$ cat src/rtl/core/sysex_usb_midi_packetizer_assert.svh
// Assertion macros shared by the SysEx packetizer RTL.
`ifndef SYSEX_USB_MIDI_PACKETIZER_ASSERT_SVH
`define SYSEX_USB_MIDI_PACKETIZER_ASSERT_SVH

// Same-cycle implication, disabled in reset.
`define SYSEX_ASSERT_NOW(label, clk, rst_n, ante, cons, msg) \
  label: assert property (@(posedge clk) disable iff (!rst_n) (ante) |-> (cons)) \
    else $error(msg);

// Next-cycle implication, disabled in reset.
`define SYSEX_ASSERT_NEXT(label, clk, rst_n, ante, cons, msg) \
  label: assert property (@(posedge clk) disable iff (!rst_n) (ante) |=> (cons)) \
    else $error(msg);

`endif

$ cat src/rtl/core/sysex_pkg.sv
// Types and code index constants for the SysEx USB-MIDI packetizer.
package sysex_pkg;

  localparam logic [3:0] CIN_ONLY_THREE = 4'h3;
  localparam logic [3:0] CIN_GROUP      = 4'h4;
  localparam logic [3:0] CIN_END_ONE    = 4'h5;
  localparam logic [3:0] CIN_END_TWO    = 4'h6;
  localparam logic [3:0] CIN_END_THREE  = 4'h7;

  typedef logic [1:0] count_t;

  typedef struct packed {
    logic [4:0] header;
    logic [7:0] byte_one;
    logic [7:0] byte_two;
    logic [7:0] byte_three;
    logic       last_packet;
  } pkt_t;

endpackage

$ cat src/rtl/core/sysex_ifs.sv
// Valid/ready channel interfaces for message bytes and event packets.
interface sysex_byte_if;
  logic       valid;
  logic       ready;
  logic [7:0] data_byte;
  logic       is_last;

  modport source (output valid, output data_byte, output is_last, input ready);
  modport sink (input valid, input data_byte, input is_last, output ready);
endinterface

interface sysex_pkt_if;
  logic       valid;
  logic       ready;
  logic [4:0] header;
  logic [7:0] byte_one;
  logic [7:0] byte_two;
  logic [7:0] byte_three;
  logic       last_packet;

  modport source (output valid, output header, output byte_one, output byte_two,
                  output byte_three, output last_packet, input ready);
  modport sink (input valid, input header, input byte_one, input byte_two,
                input byte_three, input last_packet, output ready);
endinterface

$ cat src/rtl/core/sysex_grouper.sv
// Byte grouping state and packet formation for the SysEx packetizer.
`include "sysex_usb_midi_packetizer_assert.svh"

module sysex_grouper
  import sysex_pkg::*;
(
  input  logic       clk,
  input  logic       rst_n,
  input  logic       accept,
  input  logic [7:0] data_byte,
  input  logic       is_last,
  input  logic       cable,
  output logic       pkt_valid,
  output pkt_t       pkt
);

  logic [7:0] pend0_r, pend1_r;
  count_t     count_r, count_nxt;
  logic       first_r, first_nxt;
  logic [3:0] code;

  always_comb begin
    pkt       = '0;
    pkt_valid = 1'b0;
    code      = CIN_GROUP;
    count_nxt = count_r;
    first_nxt = first_r;
    if (count_r == 2'd2) begin
      pkt_valid = 1'b1;
      if (is_last) begin
        code = first_r ? CIN_ONLY_THREE : CIN_END_THREE;
      end else begin
        code = CIN_GROUP;
      end
      pkt.byte_one    = pend0_r;
      pkt.byte_two    = pend1_r;
      pkt.byte_three  = data_byte;
      pkt.last_packet = is_last;
      count_nxt       = 2'd0;
      first_nxt       = is_last;
    end else if (is_last) begin
      pkt_valid = 1'b1;
      if (count_r == 2'd0) begin
        code         = CIN_END_ONE;
        pkt.byte_one = data_byte;
      end else begin
        code         = CIN_END_TWO;
        pkt.byte_one = pend0_r;
        pkt.byte_two = data_byte;
      end
      pkt.last_packet = 1'b1;
      count_nxt       = 2'd0;
      first_nxt       = 1'b1;
    end else begin
      count_nxt = count_r + 2'd1;
    end
    pkt.header = {cable, code};
  end

  always_ff @(posedge clk) begin
    if (!rst_n) begin
      count_r <= 2'd0;
      first_r <= 1'b1;
    end else if (accept) begin
      count_r <= count_nxt;
      first_r <= first_nxt;
    end
  end

  always_ff @(posedge clk) begin
    if (accept && !is_last && count_r == 2'd0) begin
      pend0_r <= data_byte;
    end
    if (accept && !is_last && count_r == 2'd1) begin
      pend1_r <= data_byte;
    end
  end

  `SYSEX_ASSERT_NOW(a_count_range, clk, rst_n, 1'b1, count_r != 2'd3, "pending count overflow")
  `SYSEX_ASSERT_NEXT(a_msg_restart, clk, rst_n, accept && is_last,
                     count_r == 2'd0 && first_r, "message end did not restart grouping")
  `SYSEX_ASSERT_NOW(a_hold_silent, clk, rst_n, accept && !is_last && count_r != 2'd2,
                    !pkt_valid, "packet formed for a held byte")

endmodule

$ cat src/rtl/core/sysex_usb_midi_packetizer.sv
// Top level of the SysEx to USB-MIDI event packet packetizer.
//
//   channel  dir  fields                                              handshake
//   in_ch    in   data_byte[7:0], is_last                             valid/ready
//   out_ch   out  header[4:0], byte_one, byte_two, byte_three,        valid/ready
//                 last_packet
//   cfg_*    in   cfg_wr_data = cable_number                          cfg_wr_en
//
// One word accepted per cycle while in_ch.ready is high; a packet appears the cycle after
// the word that completes it, held in the single result register after the grouping logic.
// in_ch.ready falls only while a packet waits in the result register and out_ch.ready is low.
// Synchronous active-low reset clears pending count and cable number, sets first-group flag.
`include "sysex_usb_midi_packetizer_assert.svh"

module sysex_usb_midi_packetizer
  import sysex_pkg::*;
(
  input  logic         clk,
  input  logic         rst_n,
  input  logic         cfg_wr_en,
  input  logic         cfg_wr_data,
  sysex_byte_if.sink   in_ch,
  sysex_pkt_if.source  out_ch
);

  logic cable_r;
  logic in_acc;
  logic pkt_valid;
  pkt_t pkt;
  logic out_valid_r;
  pkt_t out_pkt_r;

  assign in_ch.ready = !out_valid_r || out_ch.ready;
  assign in_acc      = in_ch.valid && in_ch.ready;

  sysex_grouper u_grouper (
    .clk       (clk),
    .rst_n     (rst_n),
    .accept    (in_acc),
    .data_byte (in_ch.data_byte),
    .is_last   (in_ch.is_last),
    .cable     (cable_r),
    .pkt_valid (pkt_valid),
    .pkt       (pkt)
  );

  always_ff @(posedge clk) begin
    if (!rst_n) begin
      cable_r <= 1'b0;
    end else if (cfg_wr_en) begin
      cable_r <= cfg_wr_data;
    end
  end

  always_ff @(posedge clk) begin
    if (!rst_n) begin
      out_valid_r <= 1'b0;
    end else if (in_acc) begin
      out_valid_r <= pkt_valid;
    end else if (out_ch.ready) begin
      out_valid_r <= 1'b0;
    end
  end

  always_ff @(posedge clk) begin
    if (in_acc && pkt_valid) begin
      out_pkt_r <= pkt;
    end
  end

  assign out_ch.valid       = out_valid_r;
  assign out_ch.header      = out_pkt_r.header;
  assign out_ch.byte_one    = out_pkt_r.byte_one;
  assign out_ch.byte_two    = out_pkt_r.byte_two;
  assign out_ch.byte_three  = out_pkt_r.byte_three;
  assign out_ch.last_packet = out_pkt_r.last_packet;

  `SYSEX_ASSERT_NEXT(a_pkt_loaded, clk, rst_n, in_acc && pkt_valid, out_valid_r,
                     "formed packet not registered")
  `SYSEX_ASSERT_NOW(a_no_overwrite, clk, rst_n, out_valid_r && !out_ch.ready, !in_acc,
                    "word accepted over a waiting packet")
  `SYSEX_ASSERT_NEXT(a_out_hold, clk, rst_n, out_valid_r && !out_ch.ready, out_valid_r,
                     "waiting packet dropped")

endmodule

$ cat src/flat_wrapper.sv
// flat-port wrapper written by rule: the top's interface ports become plain ports
module sysex_usb_midi_packetizer_flat import sysex_pkg::*;
  (clk, rst_n, cfg_wr_en, cfg_wr_data, in_ch_valid, in_ch_data_byte, in_ch_is_last, in_ch_ready, out_ch_valid, out_ch_header, out_ch_byte_one, out_ch_byte_two, out_ch_byte_three, out_ch_last_packet, out_ch_ready);
  sysex_byte_if in_ch_i ();
  sysex_pkt_if out_ch_i ();
  input  logic clk;
  input  logic rst_n;
  input  logic cfg_wr_en;
  input  logic cfg_wr_data;
  input wire logic [$bits(in_ch_i.valid)-1:0] in_ch_valid;
  input wire logic [$bits(in_ch_i.data_byte)-1:0] in_ch_data_byte;
  input wire logic [$bits(in_ch_i.is_last)-1:0] in_ch_is_last;
  output wire logic [$bits(in_ch_i.ready)-1:0] in_ch_ready;
  output wire logic [$bits(out_ch_i.valid)-1:0] out_ch_valid;
  output wire logic [$bits(out_ch_i.header)-1:0] out_ch_header;
  output wire logic [$bits(out_ch_i.byte_one)-1:0] out_ch_byte_one;
  output wire logic [$bits(out_ch_i.byte_two)-1:0] out_ch_byte_two;
  output wire logic [$bits(out_ch_i.byte_three)-1:0] out_ch_byte_three;
  output wire logic [$bits(out_ch_i.last_packet)-1:0] out_ch_last_packet;
  input wire logic [$bits(out_ch_i.ready)-1:0] out_ch_ready;
  assign in_ch_i.valid = in_ch_valid;
  assign in_ch_i.data_byte = in_ch_data_byte;
  assign in_ch_i.is_last = in_ch_is_last;
  assign in_ch_ready = in_ch_i.ready;
  assign out_ch_valid = out_ch_i.valid;
  assign out_ch_header = out_ch_i.header;
  assign out_ch_byte_one = out_ch_i.byte_one;
  assign out_ch_byte_two = out_ch_i.byte_two;
  assign out_ch_byte_three = out_ch_i.byte_three;
  assign out_ch_last_packet = out_ch_i.last_packet;
  assign out_ch_i.ready = out_ch_ready;
  sysex_usb_midi_packetizer u_core (.clk(clk), .rst_n(rst_n), .cfg_wr_en(cfg_wr_en), .cfg_wr_data(cfg_wr_data), .in_ch(in_ch_i), .out_ch(out_ch_i));
endmodule
$ cat config.mk
export PLATFORM = sky130hd
export DESIGN_NAME = sysex_usb_midi_packetizer_flat
export DESIGN_NICKNAME = d
export VERILOG_FILES = /design/src/rtl/core/sysex_pkg.sv /design/src/rtl/core/sysex_ifs.sv /design/src/rtl/core/sysex_grouper.sv /design/src/rtl/core/sysex_usb_midi_packetizer.sv /design/src/flat_wrapper.sv
export VERILOG_INCLUDE_DIRS = /design/src /design/src/rtl/core
export SDC_FILE = /design/constraint.sdc
export NUM_CORES = 1
export LEC_CHECK = 0
export ABC_AREA = 0
export BUFFER_PORTS_ARGS = -buffer_cell sky130_fd_sc_hd__buf_4
export CAP_MARGIN = 20
export CORE_MARGIN = 8
export CORE_UTILIZATION = 35
export CTS_CLUSTER_SIZE = 14
export DETAILED_ROUTE_END_ITERATION = 10
export PLACE_DENSITY = 0.57
export SETUP_SLACK_MARGIN = 0.1
export SYNTH_ARGS = -nofsm -noshare
export SYNTH_HDL_FRONTEND = slang
export SYNTH_SLANG_ARGS = --single-unit
$ cat constraint.sdc
create_clock -name clk -period 4.4 [get_ports clk]
set_input_delay 0 -clock clk [delete_from_list [all_inputs] [get_ports clk]]
set_output_delay 0 -clock clk [all_outputs]
set_load 0.1 [all_outputs]
==> results of run 1 <==
==> cell usage after synthesis, types with 2 or more instances <==
cell,number
mux2i_1,3
nand2_1,37
buf_2,3
o211ai_1,7
nand2b_1,2
inv_1,5
o21ai_0,7
buf_4,2
nor2_1,3
edfxtp_1,45
nor3b_1,2
ha_1,3
dfxtp_1,5
nand3_1,3
and2_1,8
==> worst paths after layout <==
path                                             from  cells after the start                                end  slack, ns
max          u_core.u_grouper.count_r[0]$_SDFFE_PN0P_                      5  u_core.out_ch.header[4]$_DFFE_PP_       1.88
min reg2reg               u_core.cable_r$_SDFFE_PN0P_                      0  u_core.out_ch.header[4]$_DFFE_PP_       0.48
max reg2reg  u_core.u_grouper.count_r[0]$_SDFFE_PN0P_                      5  u_core.out_ch.header[4]$_DFFE_PP_       1.88
min                                      out_ch_ready                      3   u_core.out_ch.valid$_SDFFE_PN0P_       0.09
==> where the power goes <==
part / switching (mW) / total [mW] / internal (mW)
clock network: 0.145 / 0.312 / 0.167
registers: 0.00710 / 0.548 / 0.540
logic: 0.144 / 0.190 / 0.0466
total: 0.296 / 1.05 / 0.754
==> worst max-delay path, cell delays in order (launching register included) <==
cell,delay [ns]
dfxtp_1,0.34
inv_1,0.10
ha_1,0.85
nor2_2,0.11
nor2_2,0.44
buf_4,0.36
==> final cells by class <==
type / count / area [sq um] / share of cell area, %
well taps: 72 / 90.1 / 3.42
flip-flops and latches: 50 / 1450 / 55.1
clock buffers: 5 / 68.8 / 2.61
inverters: 5 / 18.8 / 0.712
repair buffers: 61 / 490 / 18.6
clock inverters: 3 / 40.0 / 1.52
multi-input cells: 86 / 475 / 18.0
==> stage by stage <==
step | utilization, % | setup WS, ns | hold slack, ns | instance area (sq um)
3_3_place_gp | 43.5 | 1.96 | 0.204 | 2400
4_1_cts | 47.9 | 1.84 | 0.0704 | 2640
6_report | 47.9 | 1.88 | 0.0896 | 2640
3_5_place_dp | 43.5 | 1.84 | 0.208 | 2400
5_1_grt | 47.9 | 1.63 | 0.114 | 2640
2_1_floorplan | - | 0.775 | 0.0786 | 1980
==> what timing repair did <==
| action | in CTS | in global routing |
|---|---|---|
| hold endpoints to repair | 22 | 0 |
| setup endpoints to repair | 0 | 0 |
| hold buffers | 13 | 0 |
==> kinds of logic (layout without fill, tap and decap cells) <==
family | after synthesis | after routing | synth area share (%)
fa+ha+maj | 3 | 3 | 1.89
mux | 3 | 3 | 1.51
flops | 50 | 50 | 73.1
compound gates | 20 | 20 | 6.62
other cells | 1 | 1 | 0.189
simple gates | 59 | 59 | 13.6
buf+inv | 11 | 74 | 3.03
==> routing by layer <==
metal | track usage, % | routed length [um] | up-vias
li1 | - | - | 639
met1 | 12.3 | 1800 | 616
met3 | 4.20 | 301 | 6
met2 | 15.9 | 1920 | 45
met4 | 3.27 | 48 | 0
met5 | 0 | 0 | -
==> sequential cells by signal, summed over array words and instances, names as in the netlist <==
signal                     flops
u_core.out_ch.last_packet      1
u_core.u_grouper.first_r       1
u_core.u_grouper.pend0_r       8
u_core.out_ch.header           4
u_core.out_ch.byte_two         8
u_core.out_ch.byte_three       8
u_core.u_grouper.count_r       2
u_core.cable_r                 1
u_core.out_ch.byte_one         8
u_core.out_ch.valid            1
u_core.u_grouper.pend1_r       8
==> results.toml, run 1 <==
[status]
status = "finished, final reports clean"

[sta]
hold_viol = 0
rsz0062_at_grt = "false"
worst_pin_slew_ns = 1.03
relSlewSlack_pct = 31.3
fin_tns_setup_ns = 0
drv_slew = 0
clock-skew-final_ns = 0.00455
period_needed_ns = 2.52
finalCritPeriodShare_pct = 57.2
finalSetupViolCount = 0
fmax_mhz = 397

[yosys]
synth.largest_area_cell = "edfxtp_1"
synth_top_flop_cell = "edfxtp_1"
ys_seq_area_share_pct = 73.1
synth_nets = 165
netlist_top_cells_area = "edfxtp_1, nand2_1, dfxtp_1"
synth_cells = 147
synthArstFlopShare_pct = 0
synth_cell_types = 27
synth_area_sq_um = 1980
synth-seq-cells = 50
syn_avg_cell_area_sq_um = 13.5
synth_edf_count = 45
yosysWarningCount = 0
synth_top_area_share_pct = 68.1

[job]
cap_violations = 0

[final_layout]
nets = 227
num-fill-cells = 490
syn2layout_area_growth_pct = 32.8
final_common_cell = "buf_4"
fin_cells = 282
drive_gt1_share_pct = 28.6
final_cell_mix = "buf_4, edfxtp_1, nand2_1"
antenna_cells = 0

[global_routing]
antenna_found_initial = 0
grt_pass1_wl_mm = 6.71
grt_max_degree = 33
first_global_vias = 1331
grt.total_usage_pct = 10.1
gr-total-overflow = 0

[power_and_ir_drop]
peakVddDrop_mv = 0.146
leakagePower_nw = 1.01
total_power_mw = 1.05
powerDensity_nw_per_um2 = 399

[min_path]
hold_path.class = "in2reg"

[floorplan]
coreArea_sq_um = 5510
die_y_um = 91.3
ios = 47
initial_core_util_pct = 36.0
rows = 27
die_width_um = 91.3
dieArea_sq_um = 8330

[setup_path]
worst-setup-path-type = "reg2reg"
arrival_ns = 2.51
cp_max_fo = 32
startpoint_type = "register"
crit_required_ns = 4.39
crit_path_end_kind = "register"

[detailed_routing]
drcViolationCount = 0
detail_route.iter0.violations = 104
wl_mm = 4.07
wl_per_cell_um = 14.4
detail-route-antenna-nets = 0
vias_per_cell = 4.63
drtPass1Iterations = 4
vias = 1306

[placed_design]
place_inst = 261
place.gp.congestion = 0.687
portBuffers = 45
dp_hpwl_mm = 2.90

[clock_network]
insertion_delay_ns = 0.30
cts_buffers = 5
clk_pin_slew_ns = 0.09
clock_sinks = 50
cts_buffer_depth = 2
post_cts_buffers = 0
tritoncts = "done"
cts-root-buf = "clkbuf_8"
postCtsResizedCells = 0
ctsHtreeMaxLevel = 2
No activity file was read; power rests on OpenSTA's default activity.
==> run 2, diff against run 1 <==
==> constraint.sdc (replaced) <==
create_clock -name clk -period 2.5 [get_ports clk]
set_input_delay 0 -clock clk [delete_from_list [all_inputs] [get_ports clk]]
set_output_delay 0 -clock clk [all_outputs]
set_load 0.1 [all_outputs]
==> run 2 against run 1 <==
Against the previous run: sequential cell count unchanged; first-iteration DRC count decreased by 29%; cell count shrank 0.35%; power rose by 67%; clock power up 45%; maximum frequency up 35%; setup slack worse by 1.2 ns; clock skew increased by 0.0049 ns; global-route usage shrank 0.45 points; register-to-register slack got worse by 1.2 ns; non-clock buffer count fell by 1; worst hold slack got worse by 0.077 ns; largest cell class unchanged; largest power group unchanged.
==> results.toml, run 2 (synthesis gave the netlist of run 1 again) <==
[status]
status = "finished, final reports clean"

[placed_design]
place.gp.congestion = 0.737
place_inst = 260
portBuffers = 45
dp_hpwl_mm = 2.85
place_worst_setup_slack_ns = 0.617

[sta]
clock-skew-final_ns = 0.00941
period_needed_ns = 1.87
worst_pin_slew_ns = 0.742
drv_slew = 0
fin_tns_setup_ns = 0
layout_setup_ws_ns = 0.634
rsz0062_at_grt = "false"
finalSetupViolCount = 0
holdWs_ns = 0.0125
finalCritPeriodShare_pct = 74.6
fmax_mhz = 536
relSlewSlack_pct = 50.3
hold_viol = 0

[power_and_ir_drop]
peakVddDrop_mv = 0.244
powerDensity_nw_per_um2 = 666
leakagePower_nw = 0.996

[floorplan]
die_y_um = 91.3
ios = 47
initial_core_util_pct = 36.0
dieArea_sq_um = 8330
rows = 27
die_width_um = 91.3
coreArea_sq_um = 5510

[min_path]
hold_path.class = "in2reg"

[detailed_routing]
drtPass1Iterations = 4
vias = 1286
detail_route.iter0.violations = 74
wl_mm = 3.93
drcViolationCount = 0
detail-route-antenna-nets = 0
wl_per_cell_um = 14.0
vias_per_cell = 4.58

[final_layout]
final_common_cell = "buf_4"
fin_cells = 281
syn2layout_area_growth_pct = 32.6
nets = 226
final_cell_mix = "buf_4, edfxtp_1, nand2_1"
antenna_cells = 0
drive_gt1_share_pct = 29.7

[global_routing]
grt_max_degree = 27
first_global_vias = 1349
antenna_found_initial = 0
grt.total_usage_pct = 9.65
gr-total-overflow = 0
grt_pass1_wl_mm = 6.41

[clock_network]
cts_buffers = 5
cts-root-buf = "clkbuf_8"
cts_buffer_depth = 2
clock_sinks = 50
ctsHtreeMaxLevel = 2
post_cts_buffers = 0
clk_pin_slew_ns = 0.08
insertion_delay_ns = 0.30
tritoncts = "done"

[setup_path]
crit_required_ns = 2.47
cp_max_fo = 26
r2r_slack_ns = 0.63
startpoint_type = "register"
arrival_ns = 1.83
worst-setup-path-type = "reg2reg"
crit_path_end_kind = "register"

[job]
cap_violations = 0
[run 2: cell count changes in the layout (fill, tap and decap cells not counted), sizes merged]
| cell | delta |
|---|---|
| clkinvlp | +1 |
| buf | -1 |
| bufinv | -1 |
[run 2: final cells by class]
cell class	count	area, sq um
clock buffer	5	68.8
clock inverter	3	21.3
fill	489	2880
inverter	5	18.8
multi-input combinational	86	498
sequential	50	1450
tap	72	90.1
timing repair buffer	60	483
[run 2: critical path, stage by stage, from the launching register on]
cell and delay [ns]:
dfxtp_1 0.33, inv_1 0.10, ha_1 0.48, nor2_2 0.13, nor2_4 0.15, buf_4 0.34
[run 2: final timing paths]
kind              depth (start not counted)                                     start                                        end
setup / recovery                          5  u_core.u_grouper.count_r[0]$_SDFFE_PN0P_  u_core.out_ch.byte_three[4]$_SDFFCE_PN0P_
hold / removal                            3                              out_ch_ready           u_core.out_ch.valid$_SDFFE_PN0P_
setup reg to reg                          5  u_core.u_grouper.count_r[0]$_SDFFE_PN0P_  u_core.out_ch.byte_three[4]$_SDFFCE_PN0P_
hold reg to reg                           0               u_core.cable_r$_SDFFE_PN0P_          u_core.out_ch.header[4]$_DFFE_PP_
[run 2: metrics by stage]
stage | total power, mW | utilization (%) | instance area (sq um)
CTS | 1.77 | 47.8 | 2630
detailed placement | 1.30 | 43.8 | 2410
global placement | 1.30 | 43.8 | 2410
floorplan | 1.23 | - | 2010
finish | 1.75 | 47.8 | 2630
global route | 1.83 | 47.8 | 2630
[run 2: what timing repair did]
item	4_1_cts	5_1_grt
endpoints found under the hold margin	20	0
hold buffers	13	0
resized for setup	0	0
[run 2: report_power, final]
part           leakage (nW)  switching, mW  total, mW  internal (mW)
Sequential            0.462         0.0118      0.963          0.951
Clock                0.0441          0.257      0.453          0.197
Combinational         0.490          0.253      0.336         0.0825
[run 2: layer usage]
| metal | track usage, % | wire length, um | vias to the layer above |
|---|---|---|---|
| li1 | - | - | 639 |
| met1 | 10.2 | 1630 | 606 |
| met2 | 16.3 | 1940 | 35 |
| met3 | 4.94 | 322 | 6 |
| met4 | 3.27 | 46 | 0 |
| met5 | 0 | 0 | - |
